[config.mk]
export PLATFORM = sky130hd
export DESIGN_NAME = drd_front
export DESIGN_NICKNAME = d
export VERILOG_FILES = /design/src/drd_pkg.sv /design/src/drd_front.sv
export SDC_FILE = /design/constraint.sdc
export NUM_CORES = 1
export LEC_CHECK = 0
export BUFFER_PORTS_ARGS = -buffer_cell sky130_fd_sc_hd__clkbuf_2
export CAP_MARGIN = 40
export CORE_MARGIN = 4
export CORE_UTILIZATION = 51
export DETAILED_ROUTE_END_ITERATION = 10
export GPL_TIMING_DRIVEN = 0
export PLACE_DENSITY = 0.81
export SYNTH_ARGS = -nofsm -noshare
export SYNTH_HDL_FRONTEND = slang
export SYNTH_SLANG_ARGS = --single-unit
export TNS_END_PERCENT = 50
[constraint.sdc]
create_clock -name clock -period 6.14 [get_ports clock]
set_input_delay 0.307 -clock clock [delete_from_list [all_inputs] [get_ports clock]]
set_output_delay 0.307 -clock clock [all_outputs]
set_load 0.01 [all_outputs]
[src/drd_pkg.sv]
// Shared types, register indexes and constants for the detector row decoder.
// Used by every module of the block; depends on nothing else.
package drd_pkg;

   localparam int DEF_MAX_CLASSES    = 16;
   localparam int DEF_MAX_CANDIDATES = 16384;
   localparam int ROWQ_DEPTH         = 4;
   localparam int RSPQ_DEPTH         = 4;

   localparam int CSR_IDX_W  = 3;
   localparam int CSR_DATA_W = 16;

   localparam logic [CSR_IDX_W-1:0] CSR_CLASS_COUNT    = 3'd0;
   localparam logic [CSR_IDX_W-1:0] CSR_CONF_THRESHOLD = 3'd1;
   localparam logic [CSR_IDX_W-1:0] CSR_CLASS_MASK     = 3'd2;
   localparam logic [CSR_IDX_W-1:0] CSR_SCALE_X        = 3'd3;
   localparam logic [CSR_IDX_W-1:0] CSR_SCALE_Y        = 3'd4;
   localparam logic [CSR_IDX_W-1:0] CSR_FRAME_WIDTH    = 3'd5;
   localparam logic [CSR_IDX_W-1:0] CSR_FRAME_HEIGHT   = 3'd6;

   // Largest frame side that clipping honors.
   localparam logic [13:0] FRAME_LIMIT = 14'd4096;

   typedef struct packed {
      logic [4:0]  class_count;
      logic [12:0] confidence_threshold;
      logic [15:0] accepted_class_mask;
      logic [15:0] scale_x;
      logic [15:0] scale_y;
      logic [12:0] frame_width;
      logic [12:0] frame_height;
   } cfg_type;

   // One kept candidate handed from the front end to the back end.
   typedef struct packed {
      logic [13:0]        candidate_index;
      logic signed [23:0] center_x;
      logic signed [23:0] center_y;
      logic signed [23:0] width;
      logic signed [23:0] height;
      logic [3:0]         class_index;
      logic [22:0]        score;
   } row_type;

   typedef struct packed {
      logic [13:0] candidate_index;
      logic [11:0] box_x;
      logic [11:0] box_y;
      logic [12:0] box_width;
      logic [12:0] box_height;
      logic [3:0]  class_index;
      logic [22:0] score;
   } rsp_type;

   // Shift right by sh with rounding half away from zero.
   function automatic logic signed [19:0] round_shift(input logic signed [42:0] p,
                                                      input int sh);
      logic [42:0] mag;
      logic [42:0] r;
      mag = p[42] ? 43'(-p) : 43'(p);
      r = (mag + (43'd1 << (sh - 1))) >> sh;
      return p[42] ? -$signed(20'(r)) : $signed(20'(r));
   endfunction

endpackage

[src/drd_front.sv]
// Front end: walks each row of head values, keeps the box and a running argmax,
// and at the row's last value decides whether the candidate goes on. Uses drd_pkg.
module drd_front #(
   parameter int MAX_CLASSES    = drd_pkg::DEF_MAX_CLASSES,
   parameter int MAX_CANDIDATES = drd_pkg::DEF_MAX_CANDIDATES
) (
   input  logic               clock,
   input  logic               reset,
   input  drd_pkg::cfg_type   cfg,
   input  logic               accept,
   input  logic signed [23:0] value,
   input  logic               frame_start,
   output logic               row_push,
   output drd_pkg::row_type   row
);
   import drd_pkg::*;

   localparam int POS_W  = $clog2(MAX_CLASSES + 5);
   localparam int CAND_W = $clog2(MAX_CANDIDATES);

   logic [POS_W-1:0]   pos_ff, pos_in;
   logic [CAND_W-1:0]  cand_ff, cand_in;
   logic signed [23:0] box_ff [4];
   logic signed [23:0] best_ff, best_in;
   logic [POS_W-1:0]   cls_ff, cls_in;
   logic               best_valid_ff, best_valid_in;

   logic [POS_W-1:0]   pos_cur, cc, row_len;
   logic [CAND_W-1:0]  cand_cur;
   logic signed [23:0] best_cur;
   logic [POS_W-1:0]   cls_cur;
   logic               best_valid_cur;
   logic               last, keep;

   always_comb begin
      // A frame start restarts counting and the argmax before this value is used.
      pos_cur        = frame_start ? '0 : pos_ff;
      cand_cur       = frame_start ? '0 : cand_ff;
      best_cur       = frame_start ? '0 : best_ff;
      cls_cur        = frame_start ? '1 : cls_ff;
      best_valid_cur = frame_start ? 1'b0 : best_valid_ff;

      cc = (32'(cfg.class_count) > MAX_CLASSES) ? POS_W'(MAX_CLASSES)
                                                : POS_W'(cfg.class_count);
      row_len = cc + POS_W'(4);

      best_in       = best_cur;
      cls_in        = cls_cur;
      best_valid_in = best_valid_cur;
      if (pos_cur >= POS_W'(4) && value > best_cur) begin
         best_in       = value;
         cls_in        = pos_cur - POS_W'(4);
         best_valid_in = 1'b1;
      end

      last = (pos_cur >= row_len - POS_W'(1));
      keep = (cc >= POS_W'(2)) && best_valid_in &&
             ($signed({1'b0, best_in}) >= $signed(25'(cfg.confidence_threshold))) &&
             (32'(cls_in) < 32'd16) &&
             cfg.accepted_class_mask[4'(cls_in)];

      pos_in  = pos_cur + POS_W'(1);
      cand_in = cand_cur;
      if (last) begin
         pos_in        = '0;
         cand_in       = (cand_cur == CAND_W'(MAX_CANDIDATES - 1)) ? '0 : cand_cur + 1'b1;
         best_in       = '0;
         cls_in        = '1;
         best_valid_in = 1'b0;
      end
   end

   assign row_push = accept & last & keep;

   always_comb begin
      row.candidate_index = 14'(cand_cur);
      row.center_x        = box_ff[0];
      row.center_y        = box_ff[1];
      row.width           = box_ff[2];
      row.height          = box_ff[3];
      row.class_index     = 4'(cls_in);
      row.score           = best_in[22:0];
      // The argmax is cleared at the row end, so take the class and score
      // before clearing.
      if (pos_cur >= POS_W'(4) && value > best_cur) begin
         row.class_index = 4'(pos_cur - POS_W'(4));
         row.score       = value[22:0];
      end else begin
         row.class_index = 4'(cls_cur);
         row.score       = best_cur[22:0];
      end
   end

   always_ff @(posedge clock) begin
      if (reset) begin
         pos_ff        <= '0;
         cand_ff       <= '0;
         best_ff       <= '0;
         cls_ff        <= '1;
         best_valid_ff <= 1'b0;
         for (int i = 0; i < 4; i++) begin
            box_ff[i] <= '0;
         end
      end else if (accept) begin
         pos_ff        <= pos_in;
         cand_ff       <= cand_in;
         best_ff       <= best_in;
         cls_ff        <= cls_in;
         best_valid_ff <= best_valid_in;
         if (pos_cur < POS_W'(4)) begin
            box_ff[2'(pos_cur)] <= value;
         end
      end
   end

   a_pos_in_row: assert property (@(posedge clock) disable iff (reset)
      pos_ff <= POS_W'(MAX_CLASSES + 3))
      else $error("row position ran past the longest row");

endmodule

Word-level counts from Yosys, hierarchy flattened:

Memory sizes are Yosys's and may differ from the RTL's.
Cells that the tools add are included.

* add/sub/neg operators: 5
* order comparisons: 9
* equal/unequal tests: 1
* muxes and demuxes: 27
* bitwise operators: 2
* reductions and logical operators: 6

Operators with widths (count)
* two-way mux 24 bit: 4
* two-way mux 14 bit: 3
* two-way mux 5 bit: 6
* two-way mux 27 bit: 1
* greater-or-equal comparator 24 x 13 -> 1 bit: 1
* > comparator 24 bit: 1
* OR reduction 24 bit: 1
* adder 14 x 1 -> 14 bit (second input constant): 1
* equality test 14 bit (second input constant): 1
* two-way mux 1 bit: 11
* adder 5 x 1 -> 5 bit (second input constant): 1
* adder 5 x 3 -> 5 bit (second input constant): 1
* greater-or-equal comparator 5 x 2 -> 1 bit (second input constant): 1
* greater-or-equal comparator 5 x 3 -> 1 bit (second input constant): 1
* greater-or-equal comparator 5 bit: 1
* > comparator 5 bit (second input constant): 1
* logical AND 1 bit: 5
* < comparator 4 x 5 -> 1 bit (second input constant): 1
* < comparator 5 x 3 -> 1 bit (second input constant): 1
* < comparator 5 bit (second input constant): 1
* subtractor 5 x 1 -> 5 bit (second input constant): 1
* subtractor 5 x 3 -> 5 bit (second input constant): 1
* binary-select mux 1 bit (select 4 bit): 1
* bitwise AND 1 bit: 2
* two-way mux 2 bit: 1

* bits in registers: 49
* memory bits (writable): 96
* bits of input ports: 120
* word-level logic and storage cells: 56
* memories: 1

Memory list
* box_ff: words 4, bits a word 24, read ports 4, clocked after Yosys merged registers in 0, wr ports 4, RTL line drd_front.sv:23 `logic signed [23:0] box_ff [4];`

Depth between registers and ports, before layout:

* word-level depth: 9
* mapped depth: 26
* depth with buffers taken out: 24

Worst setup path before layout:

Ideal clock, no wire load.

* path type: input to output
* start point: input frame_start
* end point: output row_push
* arrival: 4.812 ns
* path slack: 1.021 ns
* stages: 25
* path buffers: 3
* path through: inv_1 clkbuf_1 clkbuf_1 nand2_1 ha_1 nand4_1 or4_1 o31a_1 and4b_1 buf_6 nor2_2 nand2_1 o21ai_1 inv_1 ha_1 nand2b_1 a21o_1 a21o_1 a21oi_1 o211ai_1 o211ai_1 a211o_1 a311oi_2 nand4_1 nand4_1

* longest elaborated chain between the ends: 9
* elaborated cells between the ends (all ways): 22
* classes of those cells: 1 x add/sub; 5 x order compare; 9 x mux; 2 x bitwise; 5 x reduce/logical

RTL lines
* start, declared: RTL line drd_front.sv:12 `input logic frame_start,`
* two-way mux 24 bit or two-way mux 5 bit (tied branches): RTL line drd_front.sv:39, drd_front.sv:37
* > comparator 24 bit or greater-or-equal comparator 5 x 3 -> 1 bit (tied branches): RTL line drd_front.sv:50 `if (pos_cur >= POS_W'(4) && value > best_cur) begin`
* logical AND 1 bit: RTL line drd_front.sv:50
* two-way mux 24 bit or two-way mux 1 bit (tied branches): RTL line drd_front.sv:50
* greater-or-equal comparator 24 x 13 -> 1 bit or logical AND 1 bit (tied branches): RTL line drd_front.sv:58, drd_front.sv:57
* logical AND 1 bit: RTL line drd_front.sv:57 `keep = (cc >= POS_W'(2)) && best_valid_in &&`
* logical AND 1 bit: RTL line drd_front.sv:58 `($signed({1'b0, best_in}) >= $signed(25'(cfg.confidence_threshold))) &&`
* logical AND 1 bit: RTL line drd_front.sv:59 `(32'(cls_in) < 32'd16) &&`
* bitwise AND 1 bit (*): RTL line drd_front.sv:73 `assign row_push = accept & last & keep;`
* end, declared: RTL line drd_front.sv:13 `output logic row_push,`

Every way passes the cells marked *; elsewhere a longest branch is shown, timed or not. The select of a mux whose other input is x is not followed.

Worst setup path in the final report:

Ends and elaborated chain as after synthesis.

==> flow_summary.toml <==
[worst_setup_path]
startpoint_type = "input port"
crit_type = "input port to output port"
cp_data_arrival_time_ns = 5.44
worst-endpoint-required_ns = 5.83
worstSetupEndpointType = "output port"
worst-path-max-fanout = 10

[floorplanning]
initial_core_util_pct = 52.4
die_area_sq_um = 17100
chipHeight_um = 131
rows = 44
dieWidth_um = 131
core_area_sq_um = 14600
pin_count = 258

[place]
place_inst = 1149
dp_slack_ns = -0.301
hpwlAfterDp_mm = 16.1
io_buffers = 198
routabilityCongestion = 0.934

[power_and_ir_drop]
combPwrFrac_pct = 9.0
switchingPower_mw = 0.594
peakVddDrop_mv = 0.180
intPower_mw = 1.77
power_density_nw_per_um2 = 247
seqPwrFrac_pct = 46.2
p_clk_share_pct = 44.7
power_mw = 2.36
leakage_nw = 4.19
p_sw_share_pct = 25.2

[clock_network]
tritoncts = "done"
cts_root_buffer = "clkbuf_16"
numCtsBuffers = 17
clk_pin_slew_ns = 0.07
clock_latency_ns = 0.44
cts_buffer_depth = 2
htreeDepth = 4
hold_buffers = 0
cts.sinks = 145

[timing]
fin_crit_sh_pct = 93.6
setup_viol = 0
fin_ws_ns = 0.390
hold_viol_final = 0
timing.slew.headroom_pct = 42.8
max_freq_mhz = 174
tightestPinTransition_ns = 0.852
setup_tns_ns = 0
rsz0062_at_grt = "no"
fin_crit_ns = 5.75
drv_slew = 0
skew_ns = 0.0169

[worst_hold_path]
hold_path_class = "input port to register"

[finish]
multiInputGateArea_sq_um = 3560
syn_to_final_growth_pct = 24.3
drive_gt1_share_pct = 25.8
nNetsFinal = 1156
ff_latch_area_sq_um = 3860
fillCellCount = 1150
final_common_cell = "clkbuf_2"
final_cells = 1183
final_cell_mix = "clkbuf_2, and2_1, edfxtp_1"
diodes = 0
final_util_pct = 65.2

[yosys]
syn_avg_cell_area_sq_um = 10.0
synthArstFlopShare_pct = 0
synth_edf_count = 96
synth_cell_types = 63
synth_nets = 936
yosys_warnings = 0
synthFlopType = "edfxtp_1"
syn_area_sq_um = 7680
ys_seq_elements = 145
synth_cells = 766
ys_seq_area_share_pct = 50.3

[global_route]
grt_antenna_before_repair = 0
grt_max_degree = 25
grt_pass1_wl_mm = 33.4
overflow = 0
grtUsageTotal_pct = 25.2
grt_pass1_vias = 6414

[job]
max_cap_violations = 0

[route]
viasPerCell = 5.63
routed_wl_mm = 21.5
drt-pass1-iter-count = 5
drtAntennaViolNets = 0
drcViolationCount = 0
avgRoutedWirePerCell_um = 18.2
drt-initial-drc-count = 475
via_count = 6661

[run_status]
status = "finished clean"
## per-layer routing
layer / vias up / GRT usage (%) / share of wire, %
li1: 3198 / - / -
met5: - / 0 / 0
met1: 3106 / 32.0 / 41
met4: 0 / 8.83 / 2.4
met3: 50 / 5.65 / 7.9
met2: 307 / 42.5 / 48
## cell usage after synthesis, types with 4 or more instances
master	number	area share (%)
and2_1	96	7.8
nand2b_1	10	0.81
nor2b_1	17	1.4
nand2_1	94	4.6
nand4_1	13	1.1
a211oi_1	5	0.49
nor3_1	11	0.72
clkbuf_1	32	1.6
dfxtp_1	49	13
nor4_1	5	0.41
a31oi_1	4	0.33
or2_2	4	0.33
a21oi_1	30	2.0
inv_1	24	1.2
o21ai_0	11	0.72
xnor2_1	7	0.80
and3_1	9	0.73
edfxtp_1	96	38
xor2_1	5	0.57
ha_1	50	8.1
nand3_1	13	0.85
a22oi_1	33	3.2
a21o_1	13	1.3
o22ai_1	4	0.33
o21ai_1	24	1.6
nor2_1	52	2.5
## logic make-up (layout without fill, tap and decap cells)
group,after synthesis,count (layout),share of synthesized area (%)
AO/OA/AOI/OAI,152,152,13.3
XOR/XNOR,12,12,1.37
adder cells (fa/ha/maj),50,50,8.15
buffers and inverters,64,297,3.41
flip-flops,145,145,50.3
multiplexers,4,4,0.538
AND/OR/NAND/NOR,339,339,22.9
## power by group through the flow
stage               clock network [mW]  logic, mW  registers, mW
finish                            1.05      0.213           1.09
global route                      1.11      0.237           1.09
CTS                               1.06      0.211           1.09
detailed placement                   0      0.210           1.11
global placement                     0      0.204           1.11
floorplan                            0     0.0879           1.13
## final timing paths
check | from | slack (ns) | endpoint | cells past startpoint
setup reg to reg | pos_ff[0] | 2.59 | cand_ff[13] | 14
hold / removal | value[0] | 0.23 | box_ff[1][0] | 2
hold reg to reg | pos_ff[4] | 0.48 | pos_ff[4] | 2
setup / recovery | frame_start | 0.39 | row_push | 25
## metrics by stage
step | instance area [sq um] | hold WS [ns]
3_5_place_dp | 8920 | 0.470
3_3_place_gp | 8900 | 0.463
5_1_grt | 9550 | 0.238
6_report | 9550 | 0.228
4_1_cts | 9520 | 0.218
2_1_floorplan | 7680 | 0.450
## worst max-delay path: stages
cell and delay [ns]:
clkbuf_2 0.19, clkinvlp_4 0.18, buf_2 0.28, nand2_1 0.11, ha_1 0.31, nand4_1 0.12
or4_1 0.59, o31a_1 0.35, nand2_1 0.15, a21o_4 0.12, nand2_1 0.16, clkbuf_2 0.27
nand2_1 0.11, o21ai_1 0.13, ha_1 0.31, a21o_1 0.11, a21o_1 0.11, a21oi_1 0.06
o211ai_1 0.19, o211ai_1 0.11, a211o_1 0.31, a311oi_2 0.42, nand4_1 0.17, nand4_1 0.13
clkbuf_2 0.14
## sequential cells by signal, indices dropped and copies added, names as in the netlist
name           count
best_ff           24
best_valid_ff      1
box_ff            96
cand_ff           14
cls_ff             5
pos_ff             5
## layout make-up
cell class	count	share of cell area (%)
tap	184	2.41
inverter	25	1.02
buffer	38	1.78
sequential	145	40.5
clock buffer	17	4.45
clock inverter	15	1.81
multi-input combinational	557	37.3
timing repair buffer	202	10.8
## repair_timing
| item | 4_1_cts | 5_1_grt |
|---|---|---|
| gates resized for setup | 4 | 4 |
| endpoints found under the hold margin | 0 | 0 |
| pin swaps | 0 | 0 |
| buffers inserted | 0 | 3 |
| endpoints found under the setup margin | 1 | 1 |
No activity file was read; power rests on OpenSTA's default activity.
