## src/drd_pkg.sv

```systemverilog
// Shared types, register indexes and constants for the detector row decoder.
// Used by every module of the block; depends on nothing else.
package drd_pkg;

   localparam int DEF_MAX_CLASSES    = 16;
   localparam int DEF_MAX_CANDIDATES = 16384;
   localparam int ROWQ_DEPTH         = 4;
   localparam int RSPQ_DEPTH         = 4;

   localparam int CSR_IDX_W  = 3;
   localparam int CSR_DATA_W = 16;

   localparam logic [CSR_IDX_W-1:0] CSR_CLASS_COUNT    = 3'd0;
   localparam logic [CSR_IDX_W-1:0] CSR_CONF_THRESHOLD = 3'd1;
   localparam logic [CSR_IDX_W-1:0] CSR_CLASS_MASK     = 3'd2;
   localparam logic [CSR_IDX_W-1:0] CSR_SCALE_X        = 3'd3;
   localparam logic [CSR_IDX_W-1:0] CSR_SCALE_Y        = 3'd4;
   localparam logic [CSR_IDX_W-1:0] CSR_FRAME_WIDTH    = 3'd5;
   localparam logic [CSR_IDX_W-1:0] CSR_FRAME_HEIGHT   = 3'd6;

   // Largest frame side that clipping honors.
   localparam logic [13:0] FRAME_LIMIT = 14'd4096;

   typedef struct packed {
      logic [4:0]  class_count;
      logic [12:0] confidence_threshold;
      logic [15:0] accepted_class_mask;
      logic [15:0] scale_x;
      logic [15:0] scale_y;
      logic [12:0] frame_width;
      logic [12:0] frame_height;
   } cfg_type;

   // One kept candidate handed from the front end to the back end.
   typedef struct packed {
      logic [13:0]        candidate_index;
      logic signed [23:0] center_x;
      logic signed [23:0] center_y;
      logic signed [23:0] width;
      logic signed [23:0] height;
      logic [3:0]         class_index;
      logic [22:0]        score;
   } row_type;

   typedef struct packed {
      logic [13:0] candidate_index;
      logic [11:0] box_x;
      logic [11:0] box_y;
      logic [12:0] box_width;
      logic [12:0] box_height;
      logic [3:0]  class_index;
      logic [22:0] score;
   } rsp_type;

   // Shift right by sh with rounding half away from zero.
   function automatic logic signed [19:0] round_shift(input logic signed [42:0] p,
                                                      input int sh);
      logic [42:0] mag;
      logic [42:0] r;
      mag = p[42] ? 43'(-p) : 43'(p);
      r = (mag + (43'd1 << (sh - 1))) >> sh;
      return p[42] ? -$signed(20'(r)) : $signed(20'(r));
   endfunction

endpackage

```

## src/drd_fifo.sv

```systemverilog
// Small first-in first-out queue built from flip-flops.
// Used for the row queue and the result queue; depends on drd_pkg for defaults.
module drd_fifo #(
   parameter int WIDTH = 8,
   parameter int DEPTH = drd_pkg::ROWQ_DEPTH
) (
   input  logic             clock,
   input  logic             reset,
   input  logic             push,
   input  logic [WIDTH-1:0] push_data,
   output logic             full,
   input  logic             pop,
   output logic [WIDTH-1:0] pop_data,
   output logic             valid
);

   localparam int PTR_W = (DEPTH > 1) ? $clog2(DEPTH) : 1;
   localparam int CNT_W = $clog2(DEPTH + 1);

   logic [WIDTH-1:0] mem_ff [DEPTH];
   logic [PTR_W-1:0] wr_ptr_ff, wr_ptr_in;
   logic [PTR_W-1:0] rd_ptr_ff, rd_ptr_in;
   logic [CNT_W-1:0] count_ff, count_in;
   logic             do_push, do_pop;

   assign full     = (count_ff == CNT_W'(DEPTH));
   assign valid    = (count_ff != '0);
   assign do_push  = push & ~full;
   assign do_pop   = pop & valid;
   assign pop_data = mem_ff[rd_ptr_ff];

   always_comb begin
      wr_ptr_in = wr_ptr_ff;
      rd_ptr_in = rd_ptr_ff;
      count_in  = count_ff;
      if (do_push) begin
         wr_ptr_in = (wr_ptr_ff == PTR_W'(DEPTH - 1)) ? '0 : wr_ptr_ff + 1'b1;
      end
      if (do_pop) begin
         rd_ptr_in = (rd_ptr_ff == PTR_W'(DEPTH - 1)) ? '0 : rd_ptr_ff + 1'b1;
      end
      if (do_push && !do_pop) begin
         count_in = count_ff + 1'b1;
      end else if (do_pop && !do_push) begin
         count_in = count_ff - 1'b1;
      end
   end

   always_ff @(posedge clock) begin
      if (reset) begin
         wr_ptr_ff <= '0;
         rd_ptr_ff <= '0;
         count_ff  <= '0;
      end else begin
         wr_ptr_ff <= wr_ptr_in;
         rd_ptr_ff <= rd_ptr_in;
         count_ff  <= count_in;
      end
   end

   always_ff @(posedge clock) begin
      if (do_push) begin
         mem_ff[wr_ptr_ff] <= push_data;
      end
   end

   // The surrounding logic must never offer a word the queue cannot take.
   a_no_push_when_full: assert property (@(posedge clock) disable iff (reset)
      !(push && full))
      else $error("queue pushed while full");

   a_count_in_range: assert property (@(posedge clock) disable iff (reset)
      count_ff <= CNT_W'(DEPTH))
      else $error("queue count ran past its depth");

endmodule

```

## config.mk

```make
export PLATFORM = sky130hd
export DESIGN_NAME = drd_fifo
export DESIGN_NICKNAME = d
export VERILOG_FILES = /design/src/drd_pkg.sv /design/src/drd_fifo.sv
export SDC_FILE = /design/constraint.sdc
export NUM_CORES = 1
export LEC_CHECK = 0
export BUFFER_PORTS_ARGS = -buffer_cell sky130_fd_sc_hd__buf_2
export CAP_MARGIN = 20
export CELL_PAD_IN_SITES_DETAIL_PLACEMENT = 2
export CELL_PAD_IN_SITES_GLOBAL_PLACEMENT = 2
export CORE_ASPECT_RATIO = 1.5
export CORE_UTILIZATION = 44
export DETAILED_ROUTE_END_ITERATION = 10
export PLACE_DENSITY = 0.92
export SYNTH_ARGS = -nofsm -noshare
export SYNTH_HDL_FRONTEND = slang
export SYNTH_SLANG_ARGS = --single-unit
export TNS_END_PERCENT = 1
```

## constraint.sdc

```tcl
create_clock -name clock -period 4.7 [get_ports clock]
set_clock_uncertainty 0.05 [all_clocks]
set_input_delay 0.235 -clock clock [delete_from_list [all_inputs] [get_ports clock]]
set_output_delay 0.235 -clock clock [all_outputs]
set_load 0.05 [all_outputs]
```

### Word-level counts from Yosys, hierarchy flattened

Memories as Yosys holds them, arrays and structs flattened. A register that Yosys moved wholly into a read port is not among the register bits.
Index checks and enable logic that the tools add are counted.

| cells by class | value |
|---|---|
| $mul | 0 |
| reductions and logical operators | 6 |
| multiplexer cells | 8 |
| equal/unequal tests | 3 |
| div/mod/pow operators | 0 |
| add/subtract/negate cells | 4 |
| magnitude comparators | 0 |
| shift-type cells | 0 |
| bitwise operators | 3 |

Operator list:

| kind | number |
|---|---|
| $mux W2 | 4 |
| $mux W3 | 2 |
| $add A2 B1 Y2 const B | 2 |
| $eq A2 B2 Y1 const B | 2 |
| $add A3 B1 Y3 const B | 1 |
| $eq A3 B3 Y1 const B | 1 |
| $reduce_bool A3 Y1 | 1 |
| $sub A3 B1 Y3 const B | 1 |
| $and A1 B1 Y1 | 2 |
| $logic_and A1 B1 Y1 | 2 |
| $logic_not A1 Y1 | 2 |
| $mux W1 | 2 |
| $reduce_bool A2 Y1 | 1 |
| $not A1 Y1 | 1 |

| storage, ports and cells | value |
|---|---|
| bits in registers | 7 |
| bits of input ports | 12 |
| memory bits (read-only) | 0 |
| memories | 1 |
| bits in latches | 0 |
| bits in writable memories | 32 |

Memories:

| name | depth | width | read ports | clocked after Yosys merged registers in | write ports | RTL line | text |
|---|---|---|---|---|---|---|---|
| mem_ff | 4 | 8 | 1 | 1 | 1 | drd_fifo.sv:20 | `logic [WIDTH-1:0] mem_ff [DEPTH];` |

### Longest topological paths before layout

Gate-level depths: netlist (run 1).

| logic depth | value |
|---|---|
| word-level depth | 7 |
| mapped depth | 10 |
| depth with buffers taken out | 9 |

### Worst setup path after synthesis (run 1)

OpenSTA, ideal clock, no wires.

| path | value |
|---|---|
| path kind | reg-to-reg |
| start point | register count_ff[0] |
| end point | register count_ff[2] |
| setup time | 0.070 ns |
| buffers on the path | 1 |
| arrival time | 2.037 ns |
| clock period less this slack | 2.157 ns |
| cell stages (with the launch flop) | 11 |
| setup slack | 2.543 ns |
| cell sequence | dfxtp_1 -> or3b_1 -> buf_6 -> clkinv_8 -> nor2_4 -> ha_1 -> inv_1 -> fa_1 -> xor2_1 -> or3_1 -> a21oi_1 |

| between the ends | value |
|---|---|
| cells in the longest elaborated chain, start to end | 6 |

RTL lines:

| element | RTL line | text |
|---|---|---|
| from (decl) | drd_fifo.sv:23 | `logic [CNT_W-1:0] count_ff, count_in;` |
| from (signal assigned) | drd_fifo.sv:57 | `count_ff <= count_in;` |
| $eq A3 B3 Y1 (*) | drd_fifo.sv:26 | `assign full = (count_ff == CNT_W'(DEPTH));` |
| net full | drd_fifo.sv:11 | `output logic full,` |
| $not A1 Y1 (*) | drd_fifo.sv:28 | `assign do_push = push & ~full;` |
| $and A1 B1 Y1 (*) | drd_fifo.sv:28 |  |
| net do_push | drd_fifo.sv:24 | `logic do_push, do_pop;` |
| $logic_not A1 Y1 | drd_fifo.sv:44 | `end else if (do_pop && !do_push) begin` |
| $logic_and A1 B1 Y1 | drd_fifo.sv:44 |  |
| $reduce_bool A2 Y1 (no line) | - |  |

The timed path passes the listed nets; every way through them passes the cells marked *. The select of a mux whose other input is x is not followed.
A chain may end at the register's enable or synchronous reset.

### Worst setup path in the final report (run 1)

| path | value |
|---|---|
| start point | register count_ff[0] |
| end point | register count_ff[2] |

| between the ends | value |
|---|---|
| cells in the longest elaborated chain, start to end | 6 |

RTL lines:

| element | RTL line |
|---|---|
| $eq A3 B3 Y1 (*) | drd_fifo.sv:26 |
| $not A1 Y1 (*) | drd_fifo.sv:28 |
| $and A1 B1 Y1 (*) | drd_fifo.sv:28 |
| net do_push | drd_fifo.sv:24 |
| $logic_not A1 Y1 | drd_fifo.sv:44 |
| $logic_and A1 B1 Y1 | drd_fifo.sv:44 |
| $reduce_bool A2 Y1 (no line) | - |

Marks and branches as above.

==> summary.md, run 1 <==
| Metric | Value |
|---|---|
| Status | `finished, final reports clean` |
| Maximum vdd drop | `0.285 mV` |
| RSZ-0062 raised after global routing | `no` |
| Most frequent cells in the layout | `edfxtp_1 (32), buf_2 (21), dfxtp_1 (9), mux4_2 (8), ha_1 (6)` |
| 1st-pass router iterations | `4` |
| Final Max Tran Viols | `0` |
| Worst r2r src | `count_ff[0]` |
| Critical path peak fanout | `7` |
| Fin Setup TNS | `0 ns` |
| PostCTS Resize Cnt | `0` |
| Layout fillers | `336` |
| Die Ht | `77.5 um` |
| Total Nets Final | `135` |
| Synthesis Warnings | `0` |
| Hold Fails Final Rpt | `0` |
| Setup Fix Bufs, Post-CTS | `0` |
| Post-synthesis cell type count | `27` |
| Drt drc | `0` |
| Fmax | `402 MHz` |
| Power Dens Cells | `562 nW/um^2` |
| Cell area after layout | `1890 um^2` |
| Fin util | `0.517` |
| Placeable Area | `3650 um^2` |
| CP Class | `flip-flop to flip-flop` |
| Clock Root Buffer | `clkbuf_8` |
| R2r endpoint | `count_ff[2]` |
| Synthesized Nets | `111` |
| Most common library cell in the layout ignoring fill and taps | `edfxtp_1` |
| R2R setup slack | `2.21 ns` |
| Yosys reg bits | `41` |
| Critical-path cell list | `or3b_1 -> clkinv_8 -> nor2_4 -> ha_1 -> inv_1 -> fa_1 -> xor2_1 -> or3_1 -> a21oi_1` |
| Via/cell ratio | `5.44` |
| Final worst slack | `2.21 ns` |
| Vias in the first global route | `993` |
| Leak | `0.702 nW` |
| Clk slew on worst S/H paths | `0.07 ns` |
| Largest net degree at the start of global routing | `13` |
| DRT iter0 DRCs | `24` |
| Slew @ Worst Pin | `0.537 ns` |
| Fin crit period | `2.49 ns` |
| Synthesized area | `1670 um^2` |
| Post-DP Area | `1810 um^2` |
| CTS tree | `done` |
| GRT Total Usage | `0.196` |
| WP data required | `4.87 ns` |
| # Max-Cap Violations | `0` |
| Cell Rows | `27` |
| Endpoint, Worst Hold | `mem_ff[2][3]` |
| Hold Crit Class | `input pin to flip-flop` |
| Ant. Diodes | `0` |
| Cell Count, Final, Fillers Out | `160` |
| Clk sinks | `41` |
| Critical Path AT | `2.66 ns` |
| Initial Util | `0.458` |
| Num CTS Buffers | `5` |
| Placed Cells | `152` |
| Critical Path End Type | `flip-flop` |
| Seq/Total Area, Yosys | `0.683` |
| Final Setup Violations | `0` |
| Final ANT Viol Nets | `0` |
| Worst-Skew Late Latency | `0.29 ns` |
| Critical-path top delay cell | `dfxtp_1` |
| I/O Buffers | `21` |
| Total number of vias | `870` |
| I/O Pins | `22` |
| Synth-to-layout area growth | `12.9%` |
| Mapped Cells | `92` |
| Gr ovfl total | `0` |
| Drt total wl | `3.31 mm` |
| Share of post-route cells with drive strength above 1 | `0.342` |
| Max-Slew Margin vs Limit | `0.641` |
| Pre-CTS WS | `2.22 ns` |
| H-tree depth | `2` |
| Worst Setup Start Kind | `flip-flop` |
| FF-to-FF path depth | `9` |
| Initial antenna violation count | `0` |
| Tcrit/Tclk final | `0.529` |
| GP Congestion | `0.684` |
| Synthesized area per cell | `18.2 um^2` |
| Global-route wire length before repair | `5.41 mm` |
| Hold depth | `1` |
| Die X | `52.3 um` |
| Hold buffer count at cts | `0` |
| Hold_sp | `push_data[3]` |
| CP peak stage delay | `0.44 ns` |
| Bufs on Longest Clock Path | `2` |
| Routed WL per cell | `20.7 um` |
| Die ar. | `4050 um^2` |
## worst max path at each step
stage	depth (start not counted)	startpoint	endpoint	slack, ns
floorplan	10	count_ff[0]	count_ff[2]	2.54
global placement	9	count_ff[0]	count_ff[2]	2.44
detailed placement	9	count_ff[0]	count_ff[2]	2.22
CTS	9	count_ff[0]	count_ff[2]	2.19
global route	9	count_ff[0]	count_ff[2]	2.05
finish	9	count_ff[0]	count_ff[2]	2.21
## registers in the layout (all words and copies together), names as in the netlist, named ones only
signal     cells
count_ff       3
rd_ptr_ff      2
wr_ptr_ff      2
mem_ff        32
## critical path, delay by kind of cell (launching register included)
| family | cells | cell delay (ns) |
|---|---|---|
| compound gates | 1 | 0.15 |
| xor+xnor | 1 | 0.19 |
| fa+ha+maj | 2 | 0.60 |
| buf+inv | 2 | 0.15 |
| flops | 1 | 0.44 |
| simple gates | 3 | 0.82 |
## metal layers
layer / vias up / global-route usage / share of wire
li1: 400 / - / -
met5: - / 0 / 0
met3: 7 / 0.0490 / 0.038
met4: 0 / 0.0868 / 0.021
met2: 25 / 0.335 / 0.56
met1: 438 / 0.223 / 0.38
## synthesized netlist by cell type
cell / count / area [um^2]
or3b_1: 1 / 8.76
buf_2: 1 / 5.00
nor2_4: 1 / 11.3
dfxtp_1: 9 / 180
clkinv_8: 1 / 16.3
a21oi_2: 1 / 8.76
bufinv_8: 1 / 17.5
o31ai_2: 2 / 25.0
nand3_1: 2 / 10.0
buf_6: 1 / 11.3
mux4_2: 8 / 180
or3_1: 3 / 18.8
buf_1: 1 / 3.75
a21oi_1: 2 / 10.0
and3_1: 4 / 25.0
fa_1: 1 / 20.0
edfxtp_1: 32 / 961
inv_1: 3 / 11.3
nor2_1: 3 / 11.3
nand2_1: 1 / 3.75
mux2i_1: 2 / 20.0
nor3_1: 1 / 5.00
xor2_1: 2 / 17.5
ha_1: 6 / 75.1
clkbuf_1: 1 / 3.75
o21ai_1: 1 / 5.00
o21ai_0: 1 / 5.00
## logic make-up after synthesis
family,synth area share
and+or+nand+nor,0.0562
buffers and inverters,0.0412
xor gates and xnor gates,0.0105
muxes,0.120
DFF,0.683
adders and majority gates,0.0569
AOI/OAI and AO/OA,0.0322
## stage by stage
| step | hold WS, ns | power, mW |
|---|---|---|
| 2_1_floorplan | 0.284 | 0.772 |
| 3_3_place_gp | 0.394 | 0.830 |
| 3_5_place_dp | 0.413 | 0.862 |
| 4_1_cts | 0.0994 | 1.08 |
| 5_1_grt | 0.106 | 1.11 |
| 6_report | 0.112 | 1.06 |
## power by group
| part | switching, mW | internal [mW] |
|---|---|---|
| Sequential | 0.0455 | 0.443 |
| Combinational | 0.236 | 0.122 |
| Clock | 0.109 | 0.103 |
## cell type report
type | instances | area (um^2) | share of cell area
Clock buffer | 7 | 76.3 | 0.0405
Clock inverter | 1 | 3.75 | 0.00199
Inverter | 5 | 45.0 | 0.0239
Multi-Input combinational cell | 42 | 460 | 0.244
Sequential cell | 41 | 1140 | 0.605
Tap cell | 43 | 53.8 | 0.0285
Timing Repair Buffer | 21 | 105 | 0.0557
Power figures use the tool's default switching activity.
==> run 2, diff against run 1 <==
--- a/config.mk
+++ b/config.mk
@@ -10,9 +10,9 @@
 export CELL_PAD_IN_SITES_DETAIL_PLACEMENT = 2
 export CELL_PAD_IN_SITES_GLOBAL_PLACEMENT = 2
 export CORE_ASPECT_RATIO = 1.5
-export CORE_UTILIZATION = 44
+export CORE_UTILIZATION = 41
 export DETAILED_ROUTE_END_ITERATION = 10
-export PLACE_DENSITY = 0.92
+export PLACE_DENSITY = 0.88
 export SYNTH_ARGS = -nofsm -noshare
 export SYNTH_HDL_FRONTEND = slang
 export SYNTH_SLANG_ARGS = --single-unit
==> constraint.sdc (replaced) <==
create_clock -name clock -period 2.6 [get_ports clock]
set_clock_uncertainty 0.05 [all_clocks]
set_input_delay 0.13 -clock clock [delete_from_list [all_inputs] [get_ports clock]]
set_output_delay 0.13 -clock clock [all_outputs]
set_load 0.05 [all_outputs]
==> run 2 against run 1 <==
  * Routed wire length is 3.1% higher
  * Clock power rose by 150%
  * Global-route usage down 0.88 points
==> summary.md, run 2 (synthesis results as in run 1) <==
| Metric | Value |
|---|---|
| Status | `finished, final reports clean (unchanged)` |
| Fmax | `439 MHz (was 402 MHz)` |
| Die Ht | `80.2 um (was 77.5 um)` |
| Buf/Inv on CP | `2 (unchanged)` |
| CP Class | `flip-flop to flip-flop (unchanged)` |
| GP Congestion | `0.672 (was 0.684)` |
| Routed WL per cell | `20.8 um (was 20.7 um)` |
| Final ANT Viol Nets | `0 (unchanged)` |
| H-tree depth | `2 (unchanged)` |
| Vias in the first global route | `952 (was 993)` |
| CP peak stage delay | `0.46 ns (was 0.44 ns)` |
| Num CTS Buffers | `5 (unchanged)` |
| GRT Total Usage | `0.188 (was 0.196)` |
| Via/cell ratio | `5.25 (was 5.44)` |
| 1st-pass router iterations | `3 (was 4)` |
| Fin Setup TNS | `0 ns (unchanged)` |
| Final Setup Violations | `0 (unchanged)` |
| Bufs on Longest Clock Path | `2 (unchanged)` |
| Largest net degree at the start of global routing | `13 (unchanged)` |
| Clock Root Buffer | `clkbuf_8 (unchanged)` |
| Gr ovfl total | `0 (unchanged)` |
| Most frequent cells in the layout | `edfxtp_1 (32), buf_2 (21), dfxtp_1 (9), mux4_2 (8) (was edfxtp_1 (32), buf_2 (21), dfxtp_1 (9), mux4_2 (8), ha_1 (6))` |
| Cell area after layout | `1950 um^2 (was 1890 um^2)` |
| Maximum vdd drop | `0.574 mV (was 0.285 mV)` |
| Critical-path top delay cell | `dfxtp_1 (unchanged)` |
| Post-DP Area | `1810 um^2 (about the same)` |
| Die ar. | `4340 um^2 (was 4050 um^2)` |
| Most common library cell in the layout ignoring fill and taps | `edfxtp_1 (unchanged)` |
| Final Max Tran Viols | `0 (unchanged)` |
| Critical path peak fanout | `7 (unchanged)` |
| Largest Register | `mem_ff (unchanged)` |
| Worst Setup Start Kind | `flip-flop (unchanged)` |
| Leak | `0.731 nW (was 0.702 nW)` |
| Initial antenna violation count | `0 (unchanged)` |
| Critical-path cell list | `or3b_4 -> clkinv_8 -> nor2_4 -> ha_1 -> inv_1 -> fa_1 -> xor2_1 -> or3_1 -> a21oi_1 (was or3b_1 -> clkinv_8 -> nor2_4 -> ha_1 -> inv_1 -> fa_1 -> xor2_1 -> or3_1 -> a21oi_1)` |
| Drt drc | `0 (unchanged)` |
| Tcrit/Tclk final | `0.876 (was 0.529)` |
| Hold Fails Final Rpt | `0 (unchanged)` |
| Clk slew on worst S/H paths | `0.07 ns (about the same)` |
| Cell family with most CP delay | `simple AND/OR/NAND/NOR gates (unchanged)` |
| Worst setup path start | `count_ff[0] (unchanged)` |
| Share of post-route cells with drive strength above 1 | `0.361 (was 0.342)` |
| Total number of vias | `861 (was 870)` |
| WP data required | `2.77 ns (was 4.87 ns)` |
| Critical Path End Type | `flip-flop (unchanged)` |
| Max-Slew Margin vs Limit | `0.617 (was 0.641)` |
| Worst-Skew Late Latency | `0.29 ns (about the same)` |
| Cell Rows | `28 (was 27)` |
| Critical Path AT | `2.45 ns (was 2.66 ns)` |
| Hold Crit Class | `input pin to flip-flop (unchanged)` |
| Ant. Diodes | `0 (unchanged)` |
| Hold_sp | `push_data[4] (was push_data[3])` |
| Number of flip-flops in the largest register | `32 (unchanged)` |
| Clk sinks | `41 (unchanged)` |
| I/O Pins | `22 (unchanged)` |
| Biggest regs | `mem_ff x32, count_ff x3 (unchanged)` |
| Worst r2r src | `count_ff[0] (unchanged)` |
| Synth-to-layout area growth | `16.6% (was 12.9%)` |
| Initial Util | `0.426 (was 0.458)` |
| Power Dens Cells | `1060 nW/um^2 (was 562 nW/um^2)` |
| CTS tree | `done (unchanged)` |
| Slew @ Worst Pin | `0.574 ns (was 0.537 ns)` |
| DRT iter0 DRCs | `24 (unchanged)` |
| Global-route wire length before repair | `5.33 mm (was 5.41 mm)` |
| Fin crit period | `2.28 ns (was 2.49 ns)` |
| Dpl hpwl | `2.43 mm` |
| Die X | `54.1 um (was 52.3 um)` |
| Total Nets Final | `137 (was 135)` |
| RSZ-0062 raised after global routing | `no (unchanged)` |
| Drt total wl | `3.41 mm (was 3.31 mm)` |
| # Max-Cap Violations | `0 (unchanged)` |
| I/O Buffers | `21 (unchanged)` |
| Placeable Area | `3920 um^2 (was 3650 um^2)` |
[run 2: cell types whose count changed in the layout (fill, tap and decap cells not counted), sizes merged]
cell	change
bufinv	+1
clkinv	-1
dlygate4sd3	+2
[run 2: repair_timing]
item,4_1_cts,5_1_grt
buffers inserted,0,0
endpoints found under the hold margin,4,4
gates resized for setup,0,1
hold buffers,1,1
endpoints found under the setup margin,0,1
[run 2: layer usage]
metal	routed length [um]	vias to the layer above	share of wire	GRT usage
met5	0	-	0	0
met3	117	8	0.034	0.0455
met4	80	0	0.023	0.0821
met1	1380	429	0.40	0.218
li1	-	400	-	-
met2	1830	24	0.54	0.316
[run 2: final timing paths]
check | to | slack, ns | cells after the start
max reg2reg | count_ff[2] | 0.32 | 9
max | count_ff[2] | 0.32 | 9
min reg2reg | flip-flop | 0.48 | 2
min | mem_ff[2][4] | 0.02 | 1
[run 2: layout make-up]
type                       instances  area [um^2]
timing repair buffer              23          125
tap                               45         56.3
sequential                        41         1140
clock inverter                     1         30.0
clock buffer                       7         86.3
inverter                           5         45.0
multi-input combinational         42          463
fill                             379         1980
[run 2: worst register-to-register path, delay by kind of cell, from the launching register on]
family	cells	cell delay [ns]
adders and majority gates	2	0.57
and+or+nand+nor	3	0.67
DFF	1	0.46
AOI/OAI and AO/OA	1	0.16
xor gates and xnor gates	1	0.18
buffers and inverters	2	0.13
[run 2: through the flow]
stage | utilization | hold slack, ns | setup WS (ns) | power (mW) | instances
after floorplan | - | 0.179 | 0.443 | 1.40 | 92
after global placement | 0.461 | 0.290 | 0.332 | 1.50 | 154
after detailed placement | 0.461 | 0.301 | 0.168 | 1.55 | 154
after CTS | 0.493 | 0.000468 | 0.143 | 2.09 | 163
after global routing | 0.496 | 0.00734 | 0.168 | 2.16 | 164
final | 0.496 | 0.0175 | 0.323 | 2.06 | 164
[run 2: power by group]
| group | total [mW] | switching [mW] | internal (mW) | leakage [nW] |
|---|---|---|---|---|
| Clock | 0.522 | 0.209 | 0.313 | 0.0585 |
| Combinational | 0.650 | 0.423 | 0.227 | 0.305 |
| Sequential | 0.889 | 0.0889 | 0.800 | 0.367 |
| Total | 2.06 | 0.721 | 1.34 | 0.731 |
==> run 3, diff against run 2 <==
--- a/config.mk
+++ b/config.mk
@@ -7,10 +7,10 @@
 export LEC_CHECK = 0
 export BUFFER_PORTS_ARGS = -buffer_cell sky130_fd_sc_hd__buf_2
 export CAP_MARGIN = 20
-export CELL_PAD_IN_SITES_DETAIL_PLACEMENT = 2
-export CELL_PAD_IN_SITES_GLOBAL_PLACEMENT = 2
+export CELL_PAD_IN_SITES_DETAIL_PLACEMENT = 1
+export CELL_PAD_IN_SITES_GLOBAL_PLACEMENT = 1
 export CORE_ASPECT_RATIO = 1.5
-export CORE_UTILIZATION = 41
+export CORE_UTILIZATION = 47
 export DETAILED_ROUTE_END_ITERATION = 10
 export PLACE_DENSITY = 0.88
 export SYNTH_ARGS = -nofsm -noshare
==> run 3 against run 2 <==
  * Critical path depth did not move
  * Sequential cell count did not move
  * Design area fell by 0.84%
  * Setup slack got worse by 0.13 ns
  * Critical path type unchanged
  * Largest power group unchanged
==> summary.md, run 3 (synthesis results as in run 1) <==
| Metric | Value |
|---|---|
| Status | `finished, final reports clean (unchanged)` |
| I/O Pins | `22 (unchanged)` |
| Drt drc | `0 (unchanged)` |
| Die X | `50.7 um (was 54.1 um)` |
| Synth-to-layout area growth | `15.6% (was 16.6%)` |
| Fin Setup TNS | `0 ns (unchanged)` |
| Largest Register | `mem_ff (unchanged)` |
| Total number of vias | `883 (was 861)` |
| Worst r2r src | `count_ff[0] (unchanged)` |
| PnR Total Power | `2.05 mW (was 2.06 mW)` |
| Share of post-route cells with drive strength above 1 | `0.356 (was 0.361)` |
| WP data required | `2.79 ns (was 2.77 ns)` |
| Worst-Skew Late Latency | `0.30 ns (was 0.29 ns)` |
| Hold Fails Final Rpt | `0 (unchanged)` |
| I/O Buffers | `21 (unchanged)` |
| Largest net degree at the start of global routing | `13 (unchanged)` |
| Hold Crit Class | `input pin to flip-flop (unchanged)` |
| Global-route wire length before repair | `4.97 mm (was 5.33 mm)` |
| Final Max Tran Viols | `0 (unchanged)` |
| FF-to-FF path depth | `9 (unchanged)` |
| Critical path peak fanout | `7 (unchanged)` |
| Most common library cell in the layout ignoring fill and taps | `edfxtp_1 (unchanged)` |
| Cell Rows | `26 (was 28)` |
| Clock Root Buffer | `clkbuf_8 (unchanged)` |
| GRT Total Usage | `0.195 (was 0.188)` |
| DRT iter0 DRCs | `24 (unchanged)` |
| Most frequent cells in the layout | `edfxtp_1 (32), buf_2 (21), dfxtp_1 (9), mux4_2 (8) (unchanged)` |
| Total Nets Final | `136 (was 137)` |
| 1st-pass router iterations | `4 (was 3)` |
| Max-Slew Margin vs Limit | `0.640 (was 0.617)` |
| Ant. Diodes | `0 (unchanged)` |
| Vias in the first global route | `1,005 (was 952)` |
| CTS tree | `done (unchanged)` |
| R2r endpoint | `count_ff[2] (unchanged)` |
| Placed Cells | `151 (was 154)` |
| Via/cell ratio | `5.52 (was 5.25)` |
| Worst Setup Start Kind | `flip-flop (unchanged)` |
| Critical Path AT | `2.60 ns (was 2.45 ns)` |
| Pre-CTS WS | `0.194 ns (was 0.168 ns)` |
| Die Ht | `75.0 um (was 80.2 um)` |
| CP Class | `flip-flop to flip-flop (unchanged)` |
| Initial Util | `0.494 (was 0.426)` |
| Critical Path End Type | `flip-flop (unchanged)` |
| Hold depth | `1 (unchanged)` |
| Tcrit/Tclk final | `0.928 (was 0.876)` |
| Placeable Area | `3380 um^2 (was 3920 um^2)` |
| Hold_sp | `push_data[6] (was push_data[4])` |
| Initial antenna violation count | `0 (unchanged)` |
| Biggest regs | `mem_ff x32, count_ff x3 (unchanged)` |
| Final ANT Viol Nets | `0 (unchanged)` |
| Leak | `0.725 nW (was 0.731 nW)` |
| Number of flip-flops in the largest register | `32 (unchanged)` |
| Power Dens Cells | `1060 nW/um^2 (about the same)` |
| Hold slack final | `0.00495 ns (was 0.0175 ns)` |
| Die ar. | `3800 um^2 (was 4340 um^2)` |
| Final Setup Violations | `0 (unchanged)` |
| Fmax | `415 MHz (was 439 MHz)` |
| Final worst slack | `0.188 ns (was 0.323 ns)` |
| R2R setup slack | `0.19 ns (was 0.32 ns)` |
| Fin crit period | `2.41 ns (was 2.28 ns)` |
| Slew @ Worst Pin | `0.540 ns (was 0.574 ns)` |
| Maximum vdd drop | `0.708 mV (was 0.574 mV)` |
| RSZ-0062 raised after global routing | `no (unchanged)` |
| Drt total wl | `3.14 mm (was 3.41 mm)` |
| Endpoint, Worst Hold | `mem_ff[0][6] (was mem_ff[2][4])` |
| Clk slew on worst S/H paths | `0.08 ns (was 0.07 ns)` |
| H-tree depth | `2 (unchanged)` |
| Bufs on Longest Clock Path | `2 (unchanged)` |
| Num CTS Buffers | `5 (unchanged)` |
| Gr ovfl total | `0 (unchanged)` |
| # Max-Cap Violations | `0 (unchanged)` |
| Routed WL per cell | `19.6 um (was 20.8 um)` |
| Cell Count, Final, Fillers Out | `160 (was 164)` |
| Clk sinks | `41 (unchanged)` |
| Dpl hpwl | `2.21 mm (was 2.43 mm)` |
| GP Congestion | `0.689 (was 0.672)` |
-- run 3: changes by cell type in the layout (fill, tap and decap cells not counted) --
cell	delta
dlygate4sd3_1	-1
or3b_1	+1
or3b_4	-1
-- run 3: worst max path at each step --
stage | from | endpoint | slack [ns]
floorplan | count_ff[0] | count_ff[2] | 0.44
global placement | count_ff[0] | count_ff[2] | 0.34
detailed placement | count_ff[0] | count_ff[2] | 0.19
CTS | count_ff[0] | count_ff[2] | 0.17
global route | count_ff[0] | count_ff[2] | 0.03
finish | count_ff[0] | count_ff[2] | 0.19
-- run 3: metrics by stage --
| stage | utilization | cell area (um^2) |
|---|---|---|
| floorplan | - | 1670 |
| global placement | 0.533 | 1800 |
| detailed placement | 0.533 | 1800 |
| CTS | 0.571 | 1930 |
| global route | 0.571 | 1930 |
| finish | 0.571 | 1930 |
-- run 3: timing repair --
action | in CTS | in global routing
gates resized for setup | 0 | 0
hold buffers | 1 | 0
hold endpoints to repair | 4 | 0
setup buffers | 0 | 0
-- run 3: critical path: stages (launching register included) --
cell and delay, ns:
dfxtp_1 0.45, or3b_1 0.37, clkinv_8 0.08, nor2_4 0.10
ha_1 0.19, inv_1 0.06, fa_1 0.37, xor2_1 0.19
or3_1 0.32, a21oi_1 0.15
-- run 3: area by class of cell --
type / count / area (um^2)
clock buffer: 7 / 86.3
multi-input combinational: 42 / 460
fill: 336 / 1450
tap: 42 / 52.6
clock inverter: 1 / 30.0
inverter: 5 / 45.0
timing repair buffer: 22 / 115
sequential: 41 / 1140
-- run 3: routing by layer --
metal / track usage / share of wire / up-vias
met5: 0 / 0 / -
met4: 0.120 / 0.031 / 0
met3: 0.0525 / 0.040 / 9
met2: 0.348 / 0.56 / 25
met1: 0.204 / 0.37 / 448
li1: - / - / 401
-- run 3: power breakdown --
part,switching (mW),total (mW),leakage (nW),internal [mW]
registers,0.0861,0.886,0.367,0.800
logic,0.419,0.639,0.299,0.220
clock network,0.212,0.525,0.0585,0.313
total,0.717,2.05,0.725,1.33
